## src/sv/slt_pkg.sv

```systemverilog
// ----------------------------------------------------------------------------
// slt_pkg
// Shared types and constants for the sorted leaf table unit.
// ----------------------------------------------------------------------------
package slt_pkg;

    localparam int MAX_ENTRIES_DEF = 16;
    localparam int VALUE_BITS_DEF  = 64;
    localparam int KEY_W           = 32;
    localparam int POS_W           = 5;
    localparam int RIDX_W          = 4;

    typedef enum logic [1:0] {
        OP_FIND   = 2'd0,
        OP_INSERT = 2'd1,
        OP_READ   = 2'd2,
        OP_CLEAR  = 2'd3
    } op_t;

    typedef enum logic [1:0] {
        STS_OK    = 2'd0,
        STS_FULL  = 2'd1,
        STS_RANGE = 2'd2
    } status_t;

    typedef enum logic [2:0] {
        S_IDLE,
        S_SEARCH,
        S_COMPARE,
        S_SHIFT,
        S_READ_WAIT,
        S_DONE
    } state_t;

endpackage

```

## src/sv/sorted_leaf_table_unit.sv

```systemverilog
// ----------------------------------------------------------------------------
// sorted_leaf_table_unit
// Key/value table of fixed capacity kept in ascending key order in one memory.
// ----------------------------------------------------------------------------
// A find is a binary search, one memory read and one compare per probe, that ends
// early when a probe hits; an insert then moves the entries from the position up
// to the end one slot up and writes the new one, unless the table is full; a read
// fetches one entry; clear resets the count. One word is in work at a time: the next
// is taken once the result word is issued, which waits while the last one stalls.
// Reset clears the entry count and handshake state; memory contents stay undefined.
module sorted_leaf_table_unit #(
    parameter int MAX_ENTRIES = slt_pkg::MAX_ENTRIES_DEF,
    parameter int VALUE_BITS  = slt_pkg::VALUE_BITS_DEF
) (
    input  logic                        clk,
    input  logic                        rst_n,
    input  logic                        in_valid,
    output logic                        in_stall,
    input  logic [1:0]                  opcode,
    input  logic [slt_pkg::KEY_W-1:0]   search_key,
    input  logic [VALUE_BITS-1:0]       entry_value,
    input  logic [slt_pkg::RIDX_W-1:0]  read_index,
    output logic                        out_valid,
    input  logic                        out_stall,
    output logic [slt_pkg::POS_W-1:0]   position,
    output logic                        hit,
    output logic [slt_pkg::KEY_W-1:0]   out_key,
    output logic [VALUE_BITS-1:0]       out_value,
    output logic [slt_pkg::POS_W-1:0]   entry_count,
    output logic [1:0]                  status
);
    import slt_pkg::*;

    localparam int CNT_W = $clog2(MAX_ENTRIES + 1);
    localparam int IDX_W = (MAX_ENTRIES > 1) ? $clog2(MAX_ENTRIES) : 1;
    localparam int ENT_W = KEY_W + VALUE_BITS;

    logic [ENT_W-1:0]      entry_mem [MAX_ENTRIES];
    logic [ENT_W-1:0]      mem_rdata_reg;
    logic                  mem_we;
    logic                  rd_en;
    logic [IDX_W-1:0]      mem_waddr;
    logic [IDX_W-1:0]      mem_raddr;
    logic [ENT_W-1:0]      mem_wdata;

    state_t                state_reg, state_next;
    op_t                   op_reg, op_next;
    logic [KEY_W-1:0]      key_reg, key_next;
    logic [VALUE_BITS-1:0] val_reg, val_next;
    logic [RIDX_W-1:0]     ridx_reg, ridx_next;
    logic [CNT_W-1:0]      lo_reg, lo_next;
    logic [CNT_W-1:0]      hi_reg, hi_next;
    logic [CNT_W-1:0]      mid_reg, mid_next;
    logic [CNT_W-1:0]      cur_reg, cur_next;
    logic                  pend_reg, pend_next;
    logic                  hit_reg, hit_next;
    logic [CNT_W-1:0]      used_count_reg, used_count_next;
    logic [KEY_W-1:0]      res_key_reg, res_key_next;
    logic [VALUE_BITS-1:0] res_val_reg, res_val_next;
    status_t               res_status_reg, res_status_next;

    logic                  out_valid_reg, out_valid_next;
    logic [POS_W-1:0]      out_pos_reg, out_pos_next;
    logic                  out_hit_reg, out_hit_next;
    logic [KEY_W-1:0]      out_key_reg, out_key_next;
    logic [VALUE_BITS-1:0] out_val_reg, out_val_next;
    logic [POS_W-1:0]      out_cnt_reg, out_cnt_next;
    status_t               out_status_reg, out_status_next;

    logic [CNT_W:0]        mid_sum;
    logic [CNT_W-1:0]      mid_calc;
    logic [CNT_W-1:0]      cur_inc;
    logic [CNT_W-1:0]      cur_dec;
    logic [KEY_W-1:0]      rd_key;
    logic [VALUE_BITS-1:0] rd_val;
    logic                  read_ok;
    logic                  search_done;

    assign mid_sum  = {1'b0, lo_reg} + {1'b0, hi_reg};
    assign mid_calc = mid_sum[CNT_W:1];
    assign cur_inc  = cur_reg + CNT_W'(1);
    assign cur_dec  = cur_reg - CNT_W'(1);
    assign rd_key   = mem_rdata_reg[ENT_W-1 -: KEY_W];
    assign rd_val   = mem_rdata_reg[VALUE_BITS-1:0];
    assign read_ok  = (32'(read_index) < 32'(used_count_reg))
                   && (32'(read_index) < 32'(MAX_ENTRIES));

    always_ff @(posedge clk)
    begin
        if (mem_we)
        begin
            entry_mem[mem_waddr] <= mem_wdata;
        end
        if (rd_en)
        begin
            mem_rdata_reg <= entry_mem[mem_raddr];
        end
    end

    always_ff @(posedge clk or negedge rst_n)
    begin
        if (!rst_n)
        begin
            state_reg      <= S_IDLE;
            used_count_reg <= '0;
            pend_reg       <= 1'b0;
            out_valid_reg  <= 1'b0;
        end
        else
        begin
            state_reg      <= state_next;
            used_count_reg <= used_count_next;
            pend_reg       <= pend_next;
            out_valid_reg  <= out_valid_next;
        end
    end

    always_ff @(posedge clk)
    begin
        op_reg         <= op_next;
        key_reg        <= key_next;
        val_reg        <= val_next;
        ridx_reg       <= ridx_next;
        lo_reg         <= lo_next;
        hi_reg         <= hi_next;
        mid_reg        <= mid_next;
        cur_reg        <= cur_next;
        hit_reg        <= hit_next;
        res_key_reg    <= res_key_next;
        res_val_reg    <= res_val_next;
        res_status_reg <= res_status_next;
        out_pos_reg    <= out_pos_next;
        out_hit_reg    <= out_hit_next;
        out_key_reg    <= out_key_next;
        out_val_reg    <= out_val_next;
        out_cnt_reg    <= out_cnt_next;
        out_status_reg <= out_status_next;
    end

    always_comb
    begin
        state_next      = state_reg;
        op_next         = op_reg;
        key_next        = key_reg;
        val_next        = val_reg;
        ridx_next       = ridx_reg;
        lo_next         = lo_reg;
        hi_next         = hi_reg;
        mid_next        = mid_reg;
        cur_next        = cur_reg;
        pend_next       = pend_reg;
        hit_next        = hit_reg;
        used_count_next = used_count_reg;
        res_key_next    = res_key_reg;
        res_val_next    = res_val_reg;
        res_status_next = res_status_reg;
        out_pos_next    = out_pos_reg;
        out_hit_next    = out_hit_reg;
        out_key_next    = out_key_reg;
        out_val_next    = out_val_reg;
        out_cnt_next    = out_cnt_reg;
        out_status_next = out_status_reg;
        out_valid_next  = out_valid_reg && out_stall;
        mem_we          = 1'b0;
        mem_waddr       = '0;
        mem_wdata       = '0;
        rd_en           = 1'b0;
        mem_raddr       = '0;
        search_done     = 1'b0;
        in_stall        = (state_reg != S_IDLE);

        case (state_reg)
            S_IDLE:
            begin
                if (in_valid)
                begin
                    op_next         = op_t'(opcode);
                    key_next        = search_key;
                    val_next        = entry_value;
                    ridx_next       = read_index;
                    lo_next         = '0;
                    hi_next         = used_count_reg;
                    hit_next        = 1'b0;
                    res_key_next    = '0;
                    res_val_next    = '0;
                    res_status_next = STS_OK;
                    case (op_t'(opcode))
                        OP_FIND, OP_INSERT:
                        begin
                            state_next = S_SEARCH;
                        end
                        OP_READ:
                        begin
                            if (read_ok)
                            begin
                                rd_en      = 1'b1;
                                mem_raddr  = IDX_W'(read_index);
                                state_next = S_READ_WAIT;
                            end
                            else
                            begin
                                res_status_next = STS_RANGE;
                                state_next      = S_DONE;
                            end
                        end
                        default:
                        begin
                            used_count_next = '0;
                            state_next      = S_DONE;
                        end
                    endcase
                end
            end
            S_SEARCH:
            begin
                if (lo_reg == hi_reg)
                begin
                    search_done = 1'b1;
                end
                else
                begin
                    mid_next   = mid_calc;
                    rd_en      = 1'b1;
                    mem_raddr  = mid_calc[IDX_W-1:0];
                    state_next = S_COMPARE;
                end
            end
            S_COMPARE:
            begin
                if (key_reg == rd_key)
                begin
                    hit_next    = 1'b1;
                    lo_next     = mid_reg;
                    search_done = 1'b1;
                end
                else if (key_reg < rd_key)
                begin
                    hi_next    = mid_reg;
                    state_next = S_SEARCH;
                end
                else
                begin
                    lo_next    = mid_reg + CNT_W'(1);
                    state_next = S_SEARCH;
                end
            end
            S_SHIFT:
            begin
                if (pend_reg)
                begin
                    mem_we    = 1'b1;
                    mem_waddr = cur_inc[IDX_W-1:0];
                    mem_wdata = mem_rdata_reg;
                end
                if (cur_reg != lo_reg)
                begin
                    rd_en     = 1'b1;
                    mem_raddr = cur_dec[IDX_W-1:0];
                    cur_next  = cur_dec;
                    pend_next = 1'b1;
                end
                else
                begin
                    pend_next = 1'b0;
                    if (!pend_reg)
                    begin
                        mem_we          = 1'b1;
                        mem_waddr       = lo_reg[IDX_W-1:0];
                        mem_wdata       = {key_reg, val_reg};
                        used_count_next = used_count_reg + CNT_W'(1);
                        state_next      = S_DONE;
                    end
                end
            end
            S_READ_WAIT:
            begin
                res_key_next = rd_key;
                res_val_next = rd_val;
                state_next   = S_DONE;
            end
            S_DONE:
            begin
                if (!out_valid_reg || !out_stall)
                begin
                    out_valid_next  = 1'b1;
                    out_hit_next    = hit_reg;
                    out_key_next    = res_key_reg;
                    out_val_next    = res_val_reg;
                    out_cnt_next    = POS_W'(used_count_reg);
                    out_status_next = res_status_reg;
                    case (op_reg)
                        OP_FIND, OP_INSERT: out_pos_next = POS_W'(lo_reg);
                        OP_READ:            out_pos_next = POS_W'(ridx_reg);
                        default:            out_pos_next = '0;
                    endcase
                    state_next = S_IDLE;
                end
            end
            default:
            begin
                state_next = S_IDLE;
            end
        endcase

        if (search_done)
        begin
            if (op_reg != OP_INSERT)
            begin
                state_next = S_DONE;
            end
            else if (used_count_reg >= CNT_W'(MAX_ENTRIES))
            begin
                res_status_next = STS_FULL;
                state_next      = S_DONE;
            end
            else
            begin
                cur_next   = used_count_reg;
                pend_next  = 1'b0;
                state_next = S_SHIFT;
            end
        end
    end

    assign out_valid   = out_valid_reg;
    assign position    = out_pos_reg;
    assign hit         = out_hit_reg;
    assign out_key     = out_key_reg;
    assign out_value   = out_val_reg;
    assign entry_count = out_cnt_reg;
    assign status      = out_status_reg;

`ifndef ASSERT_OFF
    a_count_bound: assert property (@(posedge clk) disable iff (!rst_n)
        32'(used_count_reg) <= MAX_ENTRIES)
        else $error("entry count exceeds capacity");

    a_shift_no_overlap: assert property (@(posedge clk) disable iff (!rst_n)
        (mem_we && rd_en) |-> (mem_waddr != mem_raddr))
        else $error("shift reads and writes the same entry");

    a_search_window: assert property (@(posedge clk) disable iff (!rst_n)
        (state_reg == S_SEARCH) |-> (lo_reg <= hi_reg && hi_reg <= used_count_reg))
        else $error("search window out of bounds");

    a_count_change: assert property (@(posedge clk) disable iff (!rst_n)
        !$stable(used_count_reg) |-> ($past(state_reg) == S_SHIFT
                                      || $past(state_reg) == S_IDLE))
        else $error("entry count changed outside insert or clear");

    a_result_from_done: assert property (@(posedge clk) disable iff (!rst_n)
        $rose(out_valid_reg) |-> ($past(state_reg) == S_DONE))
        else $error("result word issued outside completion");
`endif

endmodule

```

## config.mk

```make
export PLATFORM = sky130hd
export DESIGN_NAME = sorted_leaf_table_unit
export DESIGN_NICKNAME = d
export VERILOG_FILES = /design/src/sv/slt_pkg.sv /design/src/sv/sorted_leaf_table_unit.sv
export SDC_FILE = /design/constraint.sdc
export NUM_CORES = 2
export LEC_CHECK = 0
export BUFFER_PORTS_ARGS = -buffer_cell sky130_fd_sc_hd__buf_2
export CAP_MARGIN = 20
export CORE_MARGIN = 2
export CORE_UTILIZATION = 50
export DETAILED_ROUTE_END_ITERATION = 8
export GPL_ROUTABILITY_DRIVEN = 0
export HOLD_SLACK_MARGIN = 0.1
export PLACE_DENSITY = 0.66
export REMOVE_ABC_BUFFERS = 1
export SLEW_MARGIN = 20
export SYNTH_ARGS = -nofsm -noshare
export SYNTH_HDL_FRONTEND = slang
export SYNTH_SLANG_ARGS = --single-unit
```

## constraint.sdc

```tcl
create_clock -name clk -period 7.8 [get_ports clk]
set_clock_uncertainty 0.05 [all_clocks]
set_input_delay 2.34 -clock clk [delete_from_list [all_inputs] [get_ports clk]]
set_output_delay 2.34 -clock clk [all_outputs]
set_load 0.01 [all_outputs]
```

Yosys cells after proc, flatten, opt, wreduce, memory -nomap -nowiden
Memories as Yosys holds them, arrays and structs flattened. A register that Yosys moved wholly into a read port is not among the register bits.
Cells that the tools add are included.
{"block": "word_totals", "ff_bits": 340, "ramBits": 1536, "wordCells": 162, "n_memories": 1}
{"name": "entry_mem", "depth": 16, "width": 96, "rd": 1, "rd_ports_with_merged_regs": 1, "wr": 1, "line_no": "sorted_leaf_table_unit.sv:38", "rtl": "logic [ENT_W-1:0] entry_mem [MAX_ENTRIES];"}
{"block": "classes", "add_sub_neg": 5, "order_cmp": 3, "n_eq_ne": 27, "n_mux": 80, "bitwise_logic": 1, "reduce_logical": 23}
{"cell": "2-to-1 mux 96 bit", "count": 4}
{"cell": "one-hot mux 64 bit (2 select lines)", "count": 1}
{"cell": "2-to-1 mux 5 bit", "count": 15}
{"cell": "2-to-1 mux 64 bit", "count": 1}
{"cell": "one-hot mux 32 bit (2 select lines)", "count": 1}
{"cell": "one-hot mux 5 bit (2 select lines)", "count": 4}
{"cell": "2-to-1 mux 4 bit", "count": 9}
{"cell": "== test 32 bit", "count": 1}
{"cell": "less-than comparator 32 bit", "count": 1}
{"cell": "2-to-1 mux 32 bit", "count": 1}
{"cell": "2-to-1 mux 3 bit", "count": 9}
{"cell": "2-to-1 mux 1 bit", "count": 22}
{"cell": "!= test 3 bit (second input constant)", "count": 7}
{"cell": "one-hot mux 3 bit (6 select lines)", "count": 1}
{"cell": "2-to-1 mux 2 bit", "count": 7}
{"cell": "!= test 2 bit (second input constant)", "count": 7}
{"cell": "one-hot mux 4 bit (3 select lines)", "count": 1}
{"cell": "adder 5 x 1 -> 5 bit (second input constant)", "count": 2}
{"cell": "AND reduction 2 bit", "count": 4}
{"cell": "adder 5 x 5 -> 6 bit", "count": 1}
{"cell": "== test 3 x 2 -> 1 bit (second input constant)", "count": 2}
{"cell": "== test 3 bit (second input constant)", "count": 2}
{"cell": "one-hot mux 3 bit (2 select lines)", "count": 1}
{"cell": "AND reduction 3 bit", "count": 2}
{"cell": "25 further kinds", "count": 33}

Depth between registers and ports, before layout
{"block": "depth", "word_depth": 8, "ltp_mapped": 16, "depth_no_buf": 11}

Least setup slack after synthesis
OpenSTA, ideal clock, no wires.
{"block": "synth_path", "path_kind": "in2reg", "startpoint": "input port out_stall", "endpoint": "register out_cnt_reg[0], in the netlist entry_count[0] (enable)", "t_arrival_ns": 7.482, "setup_slack_ns": -0.344, "path_stages": 1, "n_path_buf": 0, "path_cell_list": "a21oi_1"}
{"block": "synth_between", "elab_chain_cells": 3}
{"element": "from (decl)", "line_no": "sorted_leaf_table_unit.sv:24", "rtl": "input logic out_stall,"}
{"element": "logical NOT 1 bit", "line_no": "sorted_leaf_table_unit.sv:283", "rtl": "if (!out_valid_reg || !out_stall)"}
{"element": "logical OR 1 bit", "line_no": "sorted_leaf_table_unit.sv:283"}
{"element": "AND reduction 2 bit (no line)"}
{"element": "to (signal assigned)", "line_no": "sorted_leaf_table_unit.sv:136", "rtl": "out_cnt_reg <= out_cnt_next;"}
{"element": "to (decl)", "line_no": "sorted_leaf_table_unit.sv:67", "rtl": "logic [POS_W-1:0] out_cnt_reg, out_cnt_next;"}
Every way passes these cells.
A chain may end at the register's enable or synchronous reset.

Final worst setup path
{"block": "layout_path", "startpoint": "input port in_valid", "endpoint": "register mem_rdata_reg[79], read port of entry_mem (data pin)"}
{"block": "layout_between", "elab_chain_cells": 2}
{"element": "from (decl)", "line_no": "sorted_leaf_table_unit.sv:17", "rtl": "input logic in_valid,"}
{"element": "2-to-1 mux 4 bit or 2-to-1 mux 1 bit (tied branches)", "line_no": "sorted_leaf_table_unit.sv:175", "rtl": "if (in_valid)"}
{"element": "one-hot mux 4 bit (3 select lines) or one-hot mux 1 bit (3 select lines) (tied branches)", "line_no": "sorted_leaf_table_unit.sv:172", "rtl": "case (state_reg)"}
{"element": "to (decl)", "line_no": "sorted_leaf_table_unit.sv:39", "rtl": "logic [ENT_W-1:0] mem_rdata_reg;"}
Several ways; a longest one is shown, not always the timed one.

==> impl_metrics.tcl <==
set metrics [dict create \
    status "finished, final reports clean" \
    place.port_buffers 216 \
    grt_antenna_before_repair 6 \
    clkTransAtPathRegs_ns 0.06 \
    final_area_sq_um 90500 \
    maxCapViolCount 0 \
    timing.rr.end "mem_rdata_reg[18]" \
    netlist_area_sq_um 80800 \
    cts_max_level 4 \
    powerDensity_nw_per_um2 440 \
    critical-path-slowest-cell "nand2b_4" \
    hold_class "register to register" \
    clk_latency_ns 0.86 \
    cts_tree "yes" \
    critPathKind "input port to register" \
    setup_slack_ns 2.39 \
    hold_buffers 0 \
    setup_violations 0 \
    timing.rr.start "lo_reg[0]" \
    synthArstFlopShare_pct 0.507 \
    clock-sinks 1972 \
    placed_cell_area_sq_um 84300 \
    grt_start_max_net_pins 198 \
    netlist_top_cells_area "edfxtp_1, a211oi_1, nand2_1" \
    synthCells 5447 \
    dp.final_hpwl_um 107000 \
    hold_ws_ns 0.365 \
    startpoint "in_valid" \
    post-synth-top-area-cell "edfxtp_1" \
    cpPeakStageDelay_ns 0.81 \
    yosysWarnings 0 \
    timing.fmax_mhz 185 \
    grt_pass1_wl_um 331000 \
    area_delta_synth_final_pct 12.1 \
    dieHeight_um 406 \
    grt_usage_pct 27.1 \
    crit_end "mem_rdata_reg[79]" \
    die_w_um 406 \
    endpoint_kind "register" \
    synth_ff_type "edfxtp_1" \
    period_minus_slack_ns 5.41 \
    yosysSeqAreaShare_pct 73.2 \
    fin_crit_sh_pct 69.4 \
    synth_cell_types 68 \
    wl_per_cell_um 28.7 \
    peakVddDrop_mv 0.576 \
    grt_pass1_vias 49400 \
    drt.antenna.violating_nets 0 \
    routed_wl_um 225000 \
    power_frac_seq_pct 37.5 \
    cts_buffers 197 \
    power.share.clock_pct 23.2 \
    path_max_fanout 48 \
    finalHoldViolCount 0 \
    nFillCells 12400 \
    ys_ff_latch 1972 \
    place_ws_ns 1.60 \
    drt_iter0_drc 6494 \
    initial_core_util_pct 50.3 \
    gr-total-overflow 0 \
    arrival_ns 5.93 \
    num_vias 50800 \
    drc 0 \
    regArea_sq_um 59100 \
    switching_share_pct 38.6 \
    pin_count 217 \
    largest_reg_flops 1536 \
    leakagePower_nw 31.0 \
    fp.coreArea_sq_um 161000 \
    power.switching_w 0.0154 \
    cp-start-kind "input port" \
    slew_headroom_pct 20.1 \
    slew_violations 0 \
    die-area_sq_um 165000 \
    finalNetCount 5671 \
    dr.pass1.iters 6 \
    drive_gt1_share_pct 13.4 \
    cts.repair.resized 0 \
    syn_avg_cell_area_sq_um 14.8 \
    cts-root-buf "clkbuf_16" \
    intPower_w 0.0244 \
    yosysMostFrequentCell "edfxtp_1" \
    synth_common_cells "edfxtp_1, nand2_1, a211oi_1, and3_1, a21oi_1" \
    multi_input_area_sq_um 18800 \
    r2r_cells 10 \
    avgViaCountPerCell 6.48 \
    synth_top_area_share_pct 72.7 \
    synth_edf_count 1955 \
    cts.path.max_buffers 3 \
    pwr-share-comb_pct 39.4 \
    required_ns 8.31 \
    tightest_slew_ns 1.20 \
    rows 147 \
    timing.setup.tns_ns 0 \
    r2r_setup_slack_ns 2.68 \
    rsz0062_at_grt "false" \
    post_cts_buffers 0 \
    crit_chain "buf_2 -> or4b_1 -> nor3_2 -> a21o_4 -> a221oi_4 -> buf_4 -> nand2b_4 -> buf_12 -> o32ai_1 -> a311o_1" \
]
## placed cells by master, fill, tap and decap left out, types with 6 or more instances in the layout
cell type,instances
clkbuf_1,47
a211oi_1,386
buf_4,88
edfxtp_1,1955
a311o_1,97
buf_2,215
clkinv_1,54
nor2b_1,6
inv_6,6
a22o_1,66
o311ai_0,95
inv_1,246
dfxtp_1,7
nor2_1,58
buf_12,50
a21oi_1,305
o2bb2ai_1,96
clkbuf_16,197
xor2_1,10
o21ai_0,58
nand2b_1,6
nand2_1,640
xnor2_1,8
nand3_1,9
a21o_1,11
clkinv_2,26
ha_1,46
and3_1,357
o32ai_1,97
a221oi_2,96
a221oi_1,192
nor2_4,16
nor3_1,9
bufinv_16,15
dfrtp_1,9
nand4_1,8
## cell type report
cell class | instances | area share, %
sequential | 1972 | 65.3
clock buffer | 244 | 5.64
clock inverter | 116 | 1.26
timing repair buffer | 354 | 3.04
multi-input combinational | 2746 | 20.7
tap | 2160 | 2.99
inverter | 247 | 1.03
antenna | 3 | 0.00829
## metrics by stage
| stage | power, W | util [%] | instances |
|---|---|---|---|
| final | 0.0398 | 56.4 | 7842 |
| after global routing | 0.0416 | 56.4 | 7839 |
| after CTS | 0.0397 | 56.4 | 7839 |
| after detailed placement | 0.0305 | 52.5 | 7479 |
| after global placement | 0.0302 | 52.5 | 7479 |
| after floorplan | 0.0245 | - | 4965 |
## logic make-up (layout without fill, tap and decap cells)
| family | Yosys count | after routing | share of synthesized area [%] |
|---|---|---|---|
| adders and majority gates | 47 | 47 | 0.737 |
| and+or+nand+nor | 1136 | 1136 | 6.58 |
| muxes | 7 | 7 | 0.0898 |
| AOI/OAI and AO/OA | 1538 | 1538 | 15.3 |
| DFF | 1972 | 1972 | 73.2 |
| other | 0 | 3 | 0 |
| buffers and inverters | 729 | 961 | 3.91 |
| xor gates and xnor gates | 18 | 18 | 0.195 |
## power by group through the flow
stage / Clock (W) / Combinational (W) / Sequential, W
after floorplan: 0 / 0.00950 / 0.0150
after global placement: 0 / 0.0151 / 0.0151
after detailed placement: 0 / 0.0154 / 0.0151
after CTS: 0.00932 / 0.0155 / 0.0149
after global routing: 0.00974 / 0.0169 / 0.0150
final: 0.00922 / 0.0157 / 0.0149
## critical path: cells and delay by family
kind | cells | cell delay (ns)
compound gates | 4 | 0.96
buf+inv | 3 | 0.69
simple gates | 3 | 1.89
## worst min-delay path by stage
| stage | slack (ns) | endpoint | depth (start not counted) | from |
|---|---|---|---|---|
| 6_report | 0.37 | out_value[12] | 0 | res_val_reg[12] |
| 5_1_grt | 0.37 | out_value[12] | 0 | res_val_reg[12] |
| 4_1_cts | 0.36 | out_value[51] | 0 | res_val_reg[51] |
| 3_5_place_dp | 0.35 | out_key[0] | 0 | res_key_reg[0] |
| 3_3_place_gp | 0.35 | out_key[12] | 0 | res_key_reg[12] |
| 2_1_floorplan | 0.35 | hit | 0 | hit_reg |
## metal layers
metal | track usage, % | vias to the layer above | part of all wire, %
li1 | - | 21800 | -
met1 | 38.9 | 25700 | 41
met2 | 42.1 | 2907 | 46
met3 | 5.03 | 400 | 10
met4 | 8.67 | 0 | 2.8
met5 | 0 | - | 0
Power figures use the tool's default switching activity.
